### config.mk
export PLATFORM = sky130hd
export DESIGN_NAME = signed_int_to_decimal_ascii_unit
export DESIGN_NICKNAME = d
export VERILOG_FILES = /design/src/hdl/sitoa_pkg.sv /design/src/hdl/sitoa_front.sv /design/src/hdl/sitoa_queue.sv /design/src/hdl/sitoa_back.sv /design/src/hdl/signed_int_to_decimal_ascii_unit.sv
export VERILOG_INCLUDE_DIRS = /design/src /design/src/hdl
export SDC_FILE = /design/constraint.sdc
export NUM_CORES = 1
export LEC_CHECK = 0
export ABC_AREA = 1
export BUFFER_PORTS_ARGS = -buffer_cell sky130_fd_sc_hd__buf_2
export CORE_MARGIN = 3
export CORE_UTILIZATION = 40
export CTS_BUF_LIST = sky130_fd_sc_hd__clkbuf_8
export DETAILED_ROUTE_END_ITERATION = 7
export PLACE_DENSITY = 0.53
export RECOVER_POWER = 100
export SLEW_MARGIN = 20
export SYNTH_ARGS = -nofsm -noshare
export SYNTH_HDL_FRONTEND = slang
export SYNTH_SLANG_ARGS = --single-unit
### constraint.sdc
create_clock -name clk -period 16.61 [get_ports clk]
set_input_delay 4.1525 -clock clk [delete_from_list [all_inputs] [get_ports clk]]
set_output_delay 4.1525 -clock clk [all_outputs]
set_load 0.02 [all_outputs]
### src/hdl/signed_int_to_decimal_ascii_unit_assert.svh
// assertion macros for the signed integer to decimal ascii unit
`ifndef SIGNED_INT_TO_DECIMAL_ASCII_UNIT_ASSERT_SVH
`define SIGNED_INT_TO_DECIMAL_ASCII_UNIT_ASSERT_SVH

`ifndef ASSERT_OFF

// same-cycle implication, sampled on clk, idle during reset
`define SITOA_ASSERT_IMP(lbl, ante, cons) \
    lbl: assert property (@(posedge clk) disable iff (!rst_n) (ante) |-> (cons)) \
        else $error("sitoa assertion failed");

// next-cycle implication, sampled on clk, idle during reset
`define SITOA_ASSERT_NEXT(lbl, ante, cons) \
    lbl: assert property (@(posedge clk) disable iff (!rst_n) (ante) |=> (cons)) \
        else $error("sitoa assertion failed");

`else

`define SITOA_ASSERT_IMP(lbl, ante, cons)
`define SITOA_ASSERT_NEXT(lbl, ante, cons)

`endif

`endif

### src/hdl/sitoa_pkg.sv
// shared types and constants for the decimal text converter
`timescale 1ns / 1ps

package sitoa_pkg;

    localparam int NUM_POW = 10;
    localparam int MAG_W   = 32;
    localparam int POS_W   = 4;

    localparam logic [7:0] CHAR_ZERO  = 8'h30;
    localparam logic [7:0] CHAR_MINUS = 8'h2D;

    // powers of ten, wide enough that nine times the top one still fits
    localparam logic [33:0] POW10 [NUM_POW] = '{
        34'd1,
        34'd10,
        34'd100,
        34'd1000,
        34'd10000,
        34'd100000,
        34'd1000000,
        34'd10000000,
        34'd100000000,
        34'd1000000000
    };

    typedef struct packed {
        logic             neg;
        logic [MAG_W-1:0] mag;
        logic [POS_W-1:0] ndig;
    } sitoa_item_t;

    typedef enum logic [1:0] {
        BACK_IDLE,
        BACK_SIGN,
        BACK_DIGIT
    } sitoa_back_state_t;

endpackage

### src/hdl/sitoa_front.sv
// front end: takes the integer, forms sign, magnitude and digit count
`timescale 1ns / 1ps

module sitoa_front (
    input  logic                     clk,
    input  logic                     rst_n,
    input  logic signed [31:0]       value,
    input  logic                     value_valid,
    output logic                     value_stall,
    output logic                     push,
    output sitoa_pkg::sitoa_item_t   item,
    input  logic                     full
);

    logic        valid_reg;
    logic        valid_next;
    logic [31:0] value_reg;
    logic        accept;

    assign value_stall = valid_reg & full;
    assign accept      = value_valid & ~value_stall;
    assign push        = valid_reg & ~full;

    always_comb
    begin
        if (accept)
        begin
            valid_next = 1'b1;
        end
        else if (push)
        begin
            valid_next = 1'b0;
        end
        else
        begin
            valid_next = valid_reg;
        end
    end

    always_ff @(posedge clk or negedge rst_n)
    begin
        if (!rst_n)
        begin
            valid_reg <= 1'b0;
        end
        else
        begin
            valid_reg <= valid_next;
        end
    end

    always_ff @(posedge clk)
    begin
        if (accept)
        begin
            value_reg <= value;
        end
    end

    // the most negative value negates to itself, which is right as unsigned
    always_comb
    begin
        item.neg  = value_reg[31];
        item.mag  = value_reg[31] ? (~value_reg + 32'd1) : value_reg;
        item.ndig = sitoa_pkg::POS_W'(1);
        for (int k = 1; k < sitoa_pkg::NUM_POW; k++)
        begin
            if ({2'b00, item.mag} >= sitoa_pkg::POW10[k])
            begin
                item.ndig = sitoa_pkg::POS_W'(k + 1);
            end
        end
    end

endmodule

### src/hdl/sitoa_queue.sv
// short queue of classified requests between front and back
`timescale 1ns / 1ps

module sitoa_queue #(
    parameter int DEPTH = 2
) (
    input  logic                     clk,
    input  logic                     rst_n,
    input  logic                     push,
    input  sitoa_pkg::sitoa_item_t   wr_item,
    output logic                     full,
    input  logic                     pop,
    output sitoa_pkg::sitoa_item_t   rd_item,
    output logic                     empty
);

    localparam int PTR_W = (DEPTH > 1) ? $clog2(DEPTH) : 1;
    localparam int CNT_W = $clog2(DEPTH + 1);

    sitoa_pkg::sitoa_item_t entry_reg [DEPTH];
    logic [PTR_W-1:0] wr_ptr_reg;
    logic [PTR_W-1:0] wr_ptr_next;
    logic [PTR_W-1:0] rd_ptr_reg;
    logic [PTR_W-1:0] rd_ptr_next;
    logic [CNT_W-1:0] count_reg;
    logic [CNT_W-1:0] count_next;

    assign full    = (count_reg == CNT_W'(DEPTH));
    assign empty   = (count_reg == '0);
    assign rd_item = entry_reg[rd_ptr_reg];

    always_comb
    begin
        wr_ptr_next = wr_ptr_reg;
        rd_ptr_next = rd_ptr_reg;
        count_next  = count_reg;
        if (push)
        begin
            wr_ptr_next = (wr_ptr_reg == PTR_W'(DEPTH - 1)) ? '0 : wr_ptr_reg + PTR_W'(1);
        end
        if (pop)
        begin
            rd_ptr_next = (rd_ptr_reg == PTR_W'(DEPTH - 1)) ? '0 : rd_ptr_reg + PTR_W'(1);
        end
        if (push && !pop)
        begin
            count_next = count_reg + CNT_W'(1);
        end
        else if (pop && !push)
        begin
            count_next = count_reg - CNT_W'(1);
        end
    end

    always_ff @(posedge clk or negedge rst_n)
    begin
        if (!rst_n)
        begin
            wr_ptr_reg <= '0;
            rd_ptr_reg <= '0;
            count_reg  <= '0;
        end
        else
        begin
            wr_ptr_reg <= wr_ptr_next;
            rd_ptr_reg <= rd_ptr_next;
            count_reg  <= count_next;
        end
    end

    always_ff @(posedge clk)
    begin
        if (push)
        begin
            entry_reg[wr_ptr_reg] <= wr_item;
        end
    end

endmodule

### src/hdl/sitoa_back.sv
// back end: emits sign and digits, one character per cycle unless text_stall holds the output, msd first
`timescale 1ns / 1ps

module sitoa_back (
    input  logic                     clk,
    input  logic                     rst_n,
    input  sitoa_pkg::sitoa_item_t   item,
    input  logic                     empty,
    output logic                     pop,
    output logic [7:0]               character,
    output logic                     last,
    output logic                     text_valid,
    input  logic                     text_stall
);

    sitoa_pkg::sitoa_back_state_t state_reg;
    sitoa_pkg::sitoa_back_state_t state_next;

    logic [sitoa_pkg::MAG_W-1:0] mag_reg;
    logic [sitoa_pkg::MAG_W-1:0] mag_next;
    logic [sitoa_pkg::POS_W-1:0] pos_reg;
    logic [7:0]                  char_reg;
    logic                        last_reg;
    logic                        out_valid_reg;
    logic                        out_valid_next;

    logic        advance;
    logic        emit;
    logic [7:0]  emit_char;
    logic        emit_last;
    logic [3:0]  digit;
    logic [33:0] sub;

    assign advance    = ~out_valid_reg | ~text_stall;
    assign character  = char_reg;
    assign last       = last_reg;
    assign text_valid = out_valid_reg;

    // digit at the current position: largest d with d * 10^pos <= magnitude
    always_comb
    begin
        digit = 4'd0;
        sub   = 34'd0;
        for (int d = 1; d < 10; d++)
        begin
            if ({2'b00, mag_reg} >= sitoa_pkg::POW10[pos_reg] * 34'(d))
            begin
                digit = 4'(d);
                sub   = sitoa_pkg::POW10[pos_reg] * 34'(d);
            end
        end
        mag_next = mag_reg - sub[sitoa_pkg::MAG_W-1:0];
    end

    always_comb
    begin
        state_next = state_reg;
        case (state_reg)
            sitoa_pkg::BACK_IDLE:
            begin
                if (!empty)
                begin
                    state_next = item.neg ? sitoa_pkg::BACK_SIGN : sitoa_pkg::BACK_DIGIT;
                end
            end
            sitoa_pkg::BACK_SIGN:
            begin
                if (advance)
                begin
                    state_next = sitoa_pkg::BACK_DIGIT;
                end
            end
            sitoa_pkg::BACK_DIGIT:
            begin
                if (advance && pos_reg == '0)
                begin
                    state_next = sitoa_pkg::BACK_IDLE;
                end
            end
            default:
            begin
                state_next = sitoa_pkg::BACK_IDLE;
            end
        endcase
    end

    always_comb
    begin
        pop       = 1'b0;
        emit      = 1'b0;
        emit_char = sitoa_pkg::CHAR_ZERO;
        emit_last = 1'b0;
        case (state_reg)
            sitoa_pkg::BACK_IDLE:
            begin
                pop = ~empty;
            end
            sitoa_pkg::BACK_SIGN:
            begin
                emit      = advance;
                emit_char = sitoa_pkg::CHAR_MINUS;
            end
            sitoa_pkg::BACK_DIGIT:
            begin
                emit      = advance;
                emit_char = sitoa_pkg::CHAR_ZERO + {4'd0, digit};
                emit_last = (pos_reg == '0);
            end
            default:
            begin
                pop = 1'b0;
            end
        endcase
        out_valid_next = advance ? emit : out_valid_reg;
    end

    always_ff @(posedge clk or negedge rst_n)
    begin
        if (!rst_n)
        begin
            state_reg     <= sitoa_pkg::BACK_IDLE;
            out_valid_reg <= 1'b0;
        end
        else
        begin
            state_reg     <= state_next;
            out_valid_reg <= out_valid_next;
        end
    end

    always_ff @(posedge clk)
    begin
        if (pop)
        begin
            mag_reg <= item.mag;
            pos_reg <= item.ndig - sitoa_pkg::POS_W'(1);
        end
        else if (emit && state_reg == sitoa_pkg::BACK_DIGIT)
        begin
            mag_reg <= mag_next;
            pos_reg <= pos_reg - sitoa_pkg::POS_W'(1);
        end
        if (emit)
        begin
            char_reg <= emit_char;
            last_reg <= emit_last;
        end
    end

endmodule

### src/hdl/signed_int_to_decimal_ascii_unit.sv
// top level: signed 32-bit integer to decimal ascii text
//
//   channel | ports                                   | request
//   --------+-----------------------------------------+--------------------------
//   value   | value, value_valid, value_stall         | one integer
//   text    | character, last, text_valid, text_stall | one character, last marks end
//
// the back end takes a request off the queue in its idle state, then emits the sign
// if negative plus one to ten digits, each digit found by a compare against the
// power-of-ten table. the front end registers the next integer meanwhile, the
// queue holds QUEUE_DEPTH requests, and reset clears all control at once.
// text_stall holds the output register and the sign and digit steps; once the
// queue is full and the front end holds an integer, it raises value_stall.
`timescale 1ns / 1ps
`include "signed_int_to_decimal_ascii_unit_assert.svh"

module signed_int_to_decimal_ascii_unit #(
    parameter int QUEUE_DEPTH = 2
) (
    input  logic               clk,
    input  logic               rst_n,
    input  logic signed [31:0] value,
    input  logic               value_valid,
    output logic               value_stall,
    output logic [7:0]         character,
    output logic               last,
    output logic               text_valid,
    input  logic               text_stall
);

    sitoa_pkg::sitoa_item_t q_wr_item;
    sitoa_pkg::sitoa_item_t q_rd_item;
    logic q_push;
    logic q_full;
    logic q_pop;
    logic q_empty;
    logic text_char_legal;

    sitoa_front u_front (
        .clk         (clk),
        .rst_n       (rst_n),
        .value       (value),
        .value_valid (value_valid),
        .value_stall (value_stall),
        .push        (q_push),
        .item        (q_wr_item),
        .full        (q_full)
    );

    sitoa_queue #(
        .DEPTH (QUEUE_DEPTH)
    ) u_queue (
        .clk     (clk),
        .rst_n   (rst_n),
        .push    (q_push),
        .wr_item (q_wr_item),
        .full    (q_full),
        .pop     (q_pop),
        .rd_item (q_rd_item),
        .empty   (q_empty)
    );

    sitoa_back u_back (
        .clk        (clk),
        .rst_n      (rst_n),
        .item       (q_rd_item),
        .empty      (q_empty),
        .pop        (q_pop),
        .character  (character),
        .last       (last),
        .text_valid (text_valid),
        .text_stall (text_stall)
    );

    // minus sign or a decimal digit
    assign text_char_legal = (character == sitoa_pkg::CHAR_MINUS)
                           || ((character >= sitoa_pkg::CHAR_ZERO)
                               && (character <= sitoa_pkg::CHAR_ZERO + 8'd9));

    `SITOA_ASSERT_IMP(a_no_push_full, q_push, !q_full)
    `SITOA_ASSERT_IMP(a_no_pop_empty, q_pop, !q_empty)
    `SITOA_ASSERT_IMP(a_char_legal, text_valid, text_char_legal)
    `SITOA_ASSERT_IMP(a_minus_not_last, text_valid && (character == sitoa_pkg::CHAR_MINUS), !last)

endmodule

== Yosys cells after proc, flatten, opt, wreduce, memory -nomap -nowiden ==
Memories as Yosys holds them, arrays and structs flattened.
Cells that the tools add are included.
W data, S select, Z words.

* Bitwise logic cells: 11
* Multipliers: 5
* Reduce and logical (&&, ||, !) cells: 14
* Equal/unequal tests: 6
* Add/sub/neg operators: 9
* $lt $le $gt $ge: 19
* Muxes and demuxes: 50

{| class="wikitable"
|+ Operator list
! cell !! number
|-
| $mux W32 || 12
|-
| $ge A32 B34 Y1 || 9
|-
| $mul A34 B3 Y34 const B || 2
|-
| $mux W34 || 2
|-
| $mux W4 || 13
|-
| $mul A34 B2 Y33 const B || 1
|-
| $mul A34 B2 Y34 const B || 1
|-
| $mul A34 B4 Y34 const B || 1
|-
| $add A32 B1 Y32 const B || 1
|-
| $ge A32 B10 Y1 const B || 1
|-
| $ge A32 B14 Y1 const B || 1
|-
| $ge A32 B17 Y1 const B || 1
|-
| $ge A32 B20 Y1 const B || 1
|-
| $ge A32 B24 Y1 const B || 1
|-
| $ge A32 B27 Y1 const B || 1
|-
| $ge A32 B30 Y1 const B || 1
|-
| $ge A32 B4 Y1 const B || 1
|-
| $ge A32 B7 Y1 const B || 1
|-
| $not A32 Y32 || 1
|-
| $sub A32 B32 Y32 || 1
|-
| $mux W2 || 8
|-
| $pmux W8 S2 || 1
|-
| $mux W3 || 4
|-
| $mux W1 || 9
|-
| 22 further kinds || 39
|}

* Memories kept: 2
* Bits in read-only memories: 544
* Word-level logic and storage cells: 127
* Bits of input ports: 36
* Output and inout port bits: 11
* Bits in writable memories: 74
* Register bits: 85

{| class="wikitable"
|+ Memories
! name !! depth !! width !! rd ports !! clocked after Yosys merged registers in !! write ports !! line !! RTL
|-
| (no name shown) || 16 || 34 || 1 || 0 || 0 || sitoa_back.sv:49 || <nowiki>sub = sitoa_pkg::POW10[pos_reg] * 34'(d);</nowiki>
|-
| u_queue.entry_reg || 2 || 37 || 1 || 0 || 1 || sitoa_queue.sv:20 || <nowiki>sitoa_pkg::sitoa_item_t entry_reg [DEPTH];</nowiki>
|}

== Depth between registers and ports, before layout ==
Gate-level depths: netlist of the first run.

* Depth after elaboration: 17
* Mapped depth: 62
* Depth with buffers taken out: 60

== Cells and area by module ==
A second synthesis of the first run with hierarchy kept.

* Cell total of the unflattened synthesis: 3036
* Area total of the unflattened synthesis: 22028.6 µm²

{| class="wikitable"
|+ Modules (own cells, without submodules)
! module !! area each (µm²) !! cells each !! sequential area each (µm²) !! instances
|-
| sitoa_back || 16171.8 || 2471 || 1336.3 || 1
|-
| sitoa_queue || 2959.1 || 140 || 2322.2 || 1
|-
| sitoa_front || 2897.8 || 425 || 985.9 || 1
|}

== Least setup slack after synthesis of the first run ==
No wires, ideal clock.

* Path kind: reg2reg
* From: reg u_back.pos_reg[0] in the netlist's numbering
* To: reg u_back.mag_reg[21] in the netlist's numbering, data pin
* Period minus slack after synthesis: 8534 ps
* Setup time: 253 ps
* Data required time: 16357 ps
* Cell stages (with the launch flop): 52
* Data arrival time: 8281 ps
* Slack: 8076 ps
* Path buffers: 2
* Path through: edfxtp_1 inv_2 ha_1 inv_1 nor2_1 inv_1 fa_1 inv_1 ha_1 inv_1 fa_1 o21ai_0 nand2_1 o211ai_1 a21oi_1 o21ai_0 a21oi_1 o21bai_1 (+16 left out) ha_1 a21oi_1 nand2_1 nand2_1 nand2_1 a21oi_1 nor2_1 o21ai_0 nand2_1 a21boi_0 o21ai_0 nand2_1 nand2_1 a21oi_1 o21ai_0 xor2_1 nand2_1 nand2_1

* Cells in the longest elaborated chain, start to end: 17
* Elaborated cells on any way between the ends: 30
* Classes of those cells: add/sub: 1; mul: 5; order compare: 9; mux: 13; bitwise: 1; memory: 1

{| class="wikitable"
|+ RTL lines
! item !! line !! RTL
|-
| start: declaration || sitoa_back.sv:21 || <nowiki>logic [sitoa_pkg::POS_W-1:0] pos_reg;</nowiki>
|-
| start signal: assignment || sitoa_back.sv:136 || <nowiki>pos_reg <= item.ndig - sitoa_pkg::POS_W'(1);</nowiki>
|-
| start signal: assignment || sitoa_back.sv:141 || <nowiki>pos_reg <= pos_reg - sitoa_pkg::POS_W'(1);</nowiki>
|-
| $not A4 Y5 (implied by the code) (*) || sitoa_back.sv:46, sitoa_back.sv:49 ||
|-
| $mem_v2 Z16 W34 (*) || -- ||
|-
| $mux W34 (implied by the code) (*) || sitoa_back.sv:46 || <nowiki>if ({2'b00, mag_reg} >= sitoa_pkg::POW10[pos_reg] * 34'(d))</nowiki>
|-
| $mux W34 (implied by the code) (*) || sitoa_back.sv:49 ||
|-
| branches (longest 9 deep; another with $mul A34 B2 Y34) || -- ||
|-
| $mux W32 (*) || sitoa_back.sv:46 ||
|-
| $sub A32 B32 Y32 (*) || sitoa_back.sv:52 || <nowiki>mag_next = mag_reg - sub[sitoa_pkg::MAG_W-1:0];</nowiki>
|-
| $mux W32 (*) || sitoa_back.sv:138 || <nowiki>else if (emit && state_reg == sitoa_pkg::BACK_DIGIT)</nowiki>
|-
| $mux W32 (*) || sitoa_back.sv:133 || <nowiki>if (pop)</nowiki>
|-
| end signal: assignment || sitoa_back.sv:135 || <nowiki>mag_reg <= item.mag;</nowiki>
|-
| end signal: assignment || sitoa_back.sv:140 || <nowiki>mag_reg <= mag_next;</nowiki>
|-
| end: declaration || sitoa_back.sv:19 || <nowiki>logic [sitoa_pkg::MAG_W-1:0] mag_reg;</nowiki>
|}

Mark *: on every way between the ends. The select of a mux whose other input is x is not followed.
A chain may end at the register's enable or synchronous reset.

== Final worst setup path of the first run ==
* From: reg u_back.pos_reg[3] in the netlist's numbering
* To: reg u_back.mag_reg[28] in the netlist's numbering, data pin

Same word-level chain as after synthesis.

==> metrics.txt, run 1 <==
YS warnings 0; Fin Setup TNS 0 ns; Synth area leaders ha_1, edfxtp_1, nand2_1, a21oi_1, inv_1; slowest stage cell, crit path clkbuf_1; Post-synth EDFFs 148; Final Skew 0.0119 ns; first-pass detailed-route iteration total 6; most instantiated library cell after synthesis nand2_1; CTS clock-pin slew for the worst setup and hold paths ~0.090 ns; CTS tree yes; nets around 3400; CTS buffer count 17; vias 21085; CTS Root Cell clkbuf_8; RSZ-0062 raised after global routing false; reg-to-reg setup timing slack 3.52 ns; Area Growth Syn to Fin 6.56%; Least-Margin Pin Slew 2.50 ns; filler cell count 5515; Vias/cell between 5 and 6; Syn Inst Count 2952; Critical Path Max Stage Delay roughly 1.8 ns; drt drc 0; Hold Fails Final Rpt 0; initial drt markers 1781; CTS Sinks 156; routed len/inst 22.2 um; number of flip-flops in the largest register 74; Site Rows 84; RR Endpoint u_back.mag_reg[28]; Final ANT Viol Nets 0; WHS Path Cells 0; Die Ht 237 um; largest net degree at the start of global routing 57; vias in the first global route 20492; initial antenna violation count 1; Yosys top cell by area ha_1; die width 237 um; part of the Yosys area used for sequential elements 21.7%; Hold WC Path Type flop to flop; Cell variety after synth 66; Port Buffer Count 43; Cell Area, Synth 21400 um^2; failing checks max-capacitance violations, max-slew violations; CTS resizes 0; slew margin rel. -66.4%; Final Setup Violations 0; H-Tree Depth 4; Synth top cells by count nand2_1, ha_1, a21oi_1; routability cong. 0.990; run status finished with violations; hold endpoint u_queue.entry_reg[1][4]; Max-Cap Viols 4; Period Utilization, post-route 78.8%; worst skew pair latency between 0.4 and 0.5 ns; global route overflow 0; gr usage total between 20 and 30%; minimum clock period 13.09 ns; worst r2r path cells 45; #FFs+latches synth 156; RR Startpoint u_back.pos_reg[3]; share of flip-flops with an asynchronous set or reset 5.13%; final core occ a little over two fifths; die area 56300 um^2; worst-case clock buffer depth 2; CP max FO 48; Critical Path AT 13.33 ns; critical hold path startpoint u_front.value_reg[0]; Post-CTS Setup Bufs 0; first-pass GRT wire length between 100000 and 150000 um; layout cells sized above 1 5.90%; Hold Buf Count CTS 0; dpl hpwl 64900 um; Worst Path Required 16.85 ns; IO Pins between 40 and 50; Max Slew Vio Count between 150 and 200; crit start category flop; Highest Clock Rate 76.4 MHz; core footprint 52800 um^2; Worst setup EP type flop; WS Path Type flop to flop; Yosys top cell area share between 20% and 30%; Syn Area/Cell 7.24 um^2; Post-synth top flop edfxtp_1; most frequent cell on the critical path nand2_1; Initial Utilization 40.5%; wirelength, routed between 80000 and 90000 um
placed cells by master, fill, tap and decap left out, types with 5 or more instances in the layout:
cell,n
inv_1,308
buf_2,34
o211ai_1,24
o221ai_1,5
ha_1,388
clkinvlp_4,5
a31oi_1,26
nand2_4,6
a21o_1,8
fa_1,18
nand2_2,11
a221oi_1,7
inv_2,17
dfrtp_1,8
nand2_1,738
o21bai_1,9
nand3_1,111
nand3_2,6
nor4_1,30
a21oi_1,321
xor2_1,90
conb_1,5
nor2_1,206
buf_4,38
a211oi_1,12
nor3_1,30
clkbuf_8,17
o21ai_0,142
nand4_1,53
o21a_1,16
xnor2_1,28
o21ai_1,23
o22ai_1,15
edfxtp_1,148
clkbuf_1,19
or2_2,12
per-stage QoR:
step,setup slack [ns],std cells,hold WS (ns),instance area (um^2)
3_5_place_dp,6.00,3657,0.466,22500
5_1_grt,2.57,3690,0.491,22800
6_report,3.52,3691,0.476,22800
4_1_cts,5.95,3689,0.480,22900
2_1_floorplan,8.08,2955,0.445,21400
3_3_place_gp,6.21,3656,0.464,22500
worst max-delay path, delay by kind of cell, from the launching register on:
kind,cells,cell delay [ns]
buffers and inverters,6,4.40
and+or+nand+nor,19,3.53
AOI/OAI and AO/OA,15,2.69
adders and majority gates,4,1.25
DFF,1,0.76
xor gates and xnor gates,1,0.15
area by class of cell:
cell class              instances  area (um^2)  share of cell area (%)
clock inverters                15          151                   0.665
diodes                          1         2.50                  0.0110
multi-input cells            2396        15100                    66.4
inverters                     327         1230                    5.40
well taps                     688          861                    3.78
repair buffers                 91          527                    2.31
clock buffers                  17          234                    1.03
flip-flops and latches        156         4640                    20.4
worst max-delay path by stage:
stage,from,to,slack [ns],depth (start not counted)
floorplan,u_back.pos_reg[0],u_back.mag_reg[21],8.08,51
global placement,u_back.pos_reg[0],u_back.mag_reg[26],6.21,51
detailed placement,u_back.pos_reg[0],u_back.mag_reg[26],6.00,51
CTS,u_back.pos_reg[0],u_back.mag_reg[26],5.95,51
global route,u_back.pos_reg[3],u_back.mag_reg[19],2.57,53
finish,u_back.pos_reg[3],u_back.mag_reg[28],3.52,45
routing by layer:
layer  vias to the layer above  share of wire [%]  track usage (%)
li1                      10278                  -                -
met4                         2                6.0             15.2
met2                       737                 47             48.6
met5                         -              0.013                0
met3                       199                5.6             3.64
met1                      9869                 42             36.0
cell families (layout without fill, tap and decap cells):
kind of cell / count (synthesis) / after routing / share of synthesized area, %
buffers and inverters: 403 / 450 / 7.53
other: 2 / 6 / 0.0351
and+or+nand+nor: 1222 / 1222 / 24.4
xor gates and xnor gates: 118 / 118 / 4.87
DFF: 156 / 156 / 21.7
AOI/OAI and AO/OA: 644 / 644 / 17.0
muxes: 1 / 1 / 0.0468
adders and majority gates: 406 / 406 / 24.4
Power of run 1 is left out: the tool's default activity adds up to more than one toggle a clock period on the data nets, which glitch-free logic cannot reach.
==> inputs of run 2 (changes only) <==
==> constraint.sdc (replaced) <==
create_clock -name clk -period 12.37 [get_ports clk]
set_input_delay 3.0925 -clock clk [delete_from_list [all_inputs] [get_ports clk]]
set_output_delay 3.0925 -clock clk [all_outputs]
set_load 0.02 [all_outputs]
==> run 2 against run 1 <==
  * The run still ends with max-capacitance violations, max-slew violations left
  * Global-route usage shrank 0.62 points
  * Critical path depth grew 7
  * Flip-flop and latch count is the same
  * Clock skew grew 0.0028 ns
  * Die area is the same
  * Setup slack lost 2.0 ns
  * Sequential share of layout area grew 0.065 points
  * First-iteration DRC count grew 4.1%
  * Clock-buffer cell count is the same
  * Register-to-register slack lost 2.0 ns
  * Highest routed layer is now met4
  * Critical path type unchanged
  * Final cell count shrank 0.30%
  * Via count grew 0.51%
==> metrics.txt, run 2 (same netlist as run 1, synthesis figures left out) <==
worst r2r path cells 52 (was 45); CP max FO 32 (was 48); hold endpoint u_queue.entry_reg[1][4] (unchanged); RR Startpoint u_back.pos_reg[0] (was u_back.pos_reg[3]); run status finished with violations (unchanged); Initial Utilization 40.5% (unchanged); gr usage total 28.1% (was 28.7%); FF+latch area 4640 um^2 (unchanged); filler cell count 5462 (was 5515); Vias/cell 5.76 (was 5.71); most frequent cell on the critical path nand2_1 (unchanged); Die Ht 237 um (unchanged); Least-Margin Pin Slew 2.50 ns (about the same); CTS Sinks 156 (unchanged); Multi-input gate area 15100 um^2 (about the same); wirelength, routed 79800 um (was 82000 um); Final Setup Violations 0 (unchanged); worst-case clock buffer depth 2 (unchanged); global route overflow 0 (unchanged); finished layout cell area 22700 um^2 (was 22800 um^2); slew margin rel. -66.4% (about the same); routability cong. 0.991 (was 0.990); drt drc 0 (unchanged); dpl hpwl 63600 um (was 64900 um); CTS buffer count 17 (unchanged); Hold Buf Count CTS 0 (unchanged); Critical Path Max Stage Delay 0.78 ns (was 1.78 ns); layout cells sized above 1 5.48% (was 5.90%); RR Endpoint u_back.mag_reg[19] (was u_back.mag_reg[28]); number of flip-flops in the largest register 74 (unchanged); vias 21193 (was 21085); worst skew pair latency 0.48 ns (about the same); Hold Fails Final Rpt 0 (unchanged); crit start category flop (unchanged); initial drt markers 1854 (was 1781); CTS tree yes (unchanged); core footprint 52800 um^2 (unchanged); Fin Setup TNS 0 ns (unchanged); Hold WC Path Type flop to flop (unchanged); Period Utilization, post-route 88.0% (was 78.8%); Area Growth Syn to Fin 6.22% (was 6.56%); Highest Clock Rate 91.9 MHz (was 76.4 MHz); Worst setup EP type flop (unchanged); commonest non-fill, non-tap cell in the layout nand2_1 (unchanged); Critical Path AT 11.00 ns (was 13.33 ns); RSZ-0062 raised after global routing false (unchanged); routed len/inst 21.7 um (was 22.2 um); Cell Area, Placed 22400 um^2 (was 22500 um^2); Max-Cap Viols 5 (was 4); minimum clock period 10.89 ns (was 13.09 ns); first-pass GRT wire length 122000 um (was 123000 um); die width 237 um (unchanged); slowest stage cell, crit path a21oi_4 (was clkbuf_1); IO Pins 47 (unchanged); nets 3421 (was 3431); CTS resizes 0 (unchanged); Layout Cells excl Fill 3680 (was 3691); Max Slew Vio Count 187 (was 171); critical path's top delay family compound AO/OA/AOI/OAI gates (was buffers and inverters); WHS Path Cells 0 (unchanged); WS Path Type flop to flop (unchanged); reg-to-reg setup timing slack 1.48 ns (was 3.52 ns); largest net degree at the start of global routing 57 (unchanged); Post-CTS Setup Bufs 0 (unchanged); CP Buf/Inv Count 3 (was 6); CTS Root Cell clkbuf_8 (unchanged); most frequent cells in the layout nand2_1, ha_1, a21oi_1 (unchanged); initial antenna violation count 0 (was 1); Cells after DPL 3647 (was 3657); Ant. Diodes 0 (was 1); Port Buffer Count 43 (unchanged); H-Tree Depth 4 (unchanged); Worst Path Required 12.48 ns (was 16.85 ns); die area 56300 um^2 (unchanged); Final Skew 0.0147 ns (was 0.0119 ns); first-pass detailed-route iteration total 6 (unchanged); vias in the first global route 20755 (was 20492); critical hold path startpoint u_front.value_reg[0] (unchanged); Final ANT Viol Nets 0 (unchanged); failing checks max-capacitance violations, max-slew violations (unchanged); Site Rows 84 (unchanged); CTS clock-pin slew for the worst setup and hold paths 0.09 ns (about the same)
[run 2: metrics by stage]
stage	hold WS, ns	setup WS [ns]	util, %
2_1_floorplan	0.445	3.84	-
3_3_place_gp	0.466	2.26	42.5
3_5_place_dp	0.479	1.95	42.5
4_1_cts	0.501	1.90	43.2
5_1_grt	0.518	0.544	43.0
6_report	0.487	1.48	43.0
[run 2: routing by layer]
metal / part of all wire (%) / up-vias / GRT usage (%)
met5: 0 / - / 0
met4: 6.1 / 0 / 15.6
met3: 7.0 / 190 / 4.07
met2: 46 / 886 / 46.6
met1: 41 / 9889 / 35.3
li1: - / 10228 / -
[run 2: worst reg2reg max path, delay by kind of cell (launching register included)]
kind	cells	cell delay [ns]
AOI/OAI and AO/OA	19	4.08
adders and majority gates	5	1.56
buffers and inverters	3	1.06
DFF	1	0.60
and+or+nand+nor	25	3.22
[run 2: final cells by class]
| class | count | area share (%) |
|---|---|---|
| clock buffer | 17 | 1.03 |
| clock inverter | 15 | 0.645 |
| inverter | 327 | 5.43 |
| multi-input combinational | 2396 | 66.6 |
| sequential | 156 | 20.5 |
| tap | 688 | 3.79 |
| timing repair buffer | 81 | 2.03 |
[run 2: how the worst max path moves through the flow]
stage	start	end	slack (ns)	cells after the start
floorplan	u_back.pos_reg[0]	u_back.mag_reg[21]	3.84	51
global placement	u_back.pos_reg[3]	u_back.mag_reg[26]	2.26	47
detailed placement	u_back.pos_reg[3]	u_back.mag_reg[26]	1.95	56
CTS	u_back.pos_reg[3]	u_back.mag_reg[26]	1.90	56
global route	u_back.pos_reg[0]	u_back.mag_reg[19]	0.54	52
finish	u_back.pos_reg[0]	u_back.mag_reg[19]	1.48	52
Power of run 2 is left out for the same reason.
==> inputs of run 3 (changes only) <==
--- a/config.mk
+++ b/config.mk
@@ -12,7 +12,7 @@
 export CORE_UTILIZATION = 40
 export CTS_BUF_LIST = sky130_fd_sc_hd__clkbuf_8
 export DETAILED_ROUTE_END_ITERATION = 7
-export PLACE_DENSITY = 0.53
+export PLACE_DENSITY = 0.66
 export RECOVER_POWER = 100
 export SLEW_MARGIN = 20
 export SYNTH_ARGS = -nofsm -noshare
==> constraint.sdc (replaced) <==
create_clock -name clk -period 12.37 [get_ports clk]
set_input_delay 3.0925 -clock clk [delete_from_list [all_inputs] [get_ports clk]]
set_output_delay 3.0925 -clock clk [all_outputs]
set_load 0.1 [all_outputs]
==> run 3 against run 2 <==
  * The flow still finishes with violations (max-capacitance violations, max-slew violations)
  * Non-clock buffer count is 5 lower
  * Utilization fell by 0.090 points
  * Worst hold slack better by 0.0043 ns
  * Critical path depth fell by 3
  * Sequential share of layout area about the same
  * Critical path type unchanged
  * Largest cell class unchanged
  * Highest routed layer unchanged
==> metrics.txt, run 3 (same netlist as run 1, synthesis figures left out) <==
run status finished with violations (unchanged); failing checks max-capacitance violations, max-slew violations (unchanged); Hold Buf Count CTS 0 (unchanged); CTS buffer count 17 (unchanged); Initial Utilization 40.5% (unchanged); IO Pins 47 (unchanged); Port Buffer Count 43 (unchanged); slowest stage cell, crit path edfxtp_1 (was a21oi_4); Layout Cells excl Fill 3675 (was 3680); layer with the highest usage met2 (unchanged); nets 3416 (was 3421); die area 56300 um^2 (unchanged); Ant. Diodes 0 (unchanged); worst-case clock buffer depth 2 (unchanged); WS Path Type flop to flop (unchanged); largest net degree at the start of global routing 57 (unchanged); CP Buf/Inv Count 9 (was 3); Cells after DPL 3641 (was 3647); global route overflow 0 (unchanged); Final Setup Violations 0 (unchanged); met3 track demand over resource 3.60% (was 4.07%); routability cong. 0.993 (was 0.991); CTS Root Cell clkbuf_8 (unchanged); number of flip-flops in the largest register 74 (unchanged); Post-CTS Setup Bufs 0 (unchanged); CTS Sinks 156 (unchanged); worst skew pair latency 0.46 ns (was 0.48 ns); Worst setup EP type flop (unchanged); vias 21168 (was 21193); gr usage total 25.1% (was 28.1%); Hold WC Path Type flop to flop (unchanged); Vias/cell 5.76 (about the same); Die Ht 237 um (unchanged); dpl hpwl 56900 um (was 63600 um); first-pass GRT wire length 111000 um (was 122000 um); RSZ-0062 raised after global routing false (unchanged); Critical Path AT 10.73 ns (was 11.00 ns); most frequent cell on the critical path a21oi_1 (was nand2_1); Site Rows 84 (unchanged); Max Slew Vio Count 94 (was 187); CTS resizes 0 (unchanged); Period Utilization, post-route 85.7% (was 88.0%); Hold Fails Final Rpt 0 (unchanged); final core occ 42.9% (was 43.0%); CP max FO 17 (was 32); first-pass detailed-route iteration total 8 (was 6); Final ANT Viol Nets 0 (unchanged); initial drt markers 2116 (was 1854); CTS clock-pin slew for the worst setup and hold paths 0.09 ns (about the same); routed len/inst 19.8 um (was 21.7 um); vias in the first global route 19201 (was 20755); Final Skew 0.0154 ns (was 0.0147 ns); Area Growth Syn to Fin 6.00% (was 6.22%); most frequent cells in the layout nand2_1, ha_1, a21oi_1 (unchanged); CTS tree yes (unchanged); GR Util met2 39.4% (was 46.6%); core footprint 52800 um^2 (unchanged); drt drc 0 (unchanged); Fin Setup TNS 0 ns (unchanged); wirelength, routed 72700 um (was 79800 um); Max-Cap Viols 2 (was 5); Critical Path Max Stage Delay 0.59 ns (was 0.78 ns); Highest Clock Rate 94.3 MHz (was 91.9 MHz); finished layout cell area 22700 um^2 (about the same); slew margin rel. -58.7% (was -66.4%); initial antenna violation count 0 (unchanged); crit start category flop (unchanged); commonest non-fill, non-tap cell in the layout nand2_1 (unchanged); minimum clock period 10.61 ns (was 10.89 ns); Worst Path Required 12.49 ns (was 12.48 ns); Cell Area, Placed 22400 um^2 (about the same); M1 GR Usage 34.7% (was 35.3%); H-Tree Depth 4 (unchanged); Least-Margin Pin Slew 2.38 ns (was 2.50 ns); layout cells sized above 1 5.46% (was 5.48%); die width 237 um (unchanged); critical path's top delay family compound AO/OA/AOI/OAI gates (unchanged)
-- run 3: cell types whose count changed in the layout (fill, tap and decap cells not counted), sizes merged --
cell / delta
buf: -3
bufinv: -1
clkbuf: -2
clkinv: +1
-- run 3: final cells by class --
cell class	instances	area, um^2
Clock buffer	17	234
Multi-Input combinational cell	2396	15100
Tap cell	688	861
Sequential cell	156	4640
Clock inverter	15	140
Timing Repair Buffer	76	429
Fill cell	5472	30100
Inverter	327	1230
-- run 3: layer usage --
layer,vias to the layer above,part of all wire [%],wire [um]
met1,9738,43,31400
met3,188,8.5,6190
met5,-,0,0
met4,0,5.0,3640
li1,10226,-,-
met2,1016,43,31400
-- run 3: through the flow --
step	setup WS, ns	hold slack, ns
3_5_place_dp	2.46	0.482
5_1_grt	0.946	0.541
3_3_place_gp	2.59	0.470
2_1_floorplan	3.84	0.445
4_1_cts	2.43	0.501
6_report	1.76	0.492
-- run 3: final timing paths --
path / from / end / slack, ns / cells after the start
worst max-delay path: u_back.pos_reg[0] / u_back.mag_reg[26] / 1.76 / 49
worst min-delay path: u_front.value_reg[0] / u_queue.entry_reg[1][4] / 0.49 / 0
worst max register to register: u_back.pos_reg[0] / u_back.mag_reg[26] / 1.76 / 49
worst min register to register: u_front.value_reg[0] / u_queue.entry_reg[1][4] / 0.49 / 0
max in group asynchronous: rst_n / u_back.state_reg[1] / 9.48 / 1
min in group asynchronous: rst_n / u_queue.wr_ptr_reg / 2.56 / 1
-- run 3: worst register-to-register path, delay by kind of cell (launching register included) --
kind                       cells  cell delay [ns]
AOI/OAI and AO/OA             20             3.69
buffers and inverters          9             1.90
adders and majority gates      6             2.06
DFF                            1             0.59
and+or+nand+nor               13             1.80
xor gates and xnor gates       1             0.21
Power of run 3 is left out for the same reason.
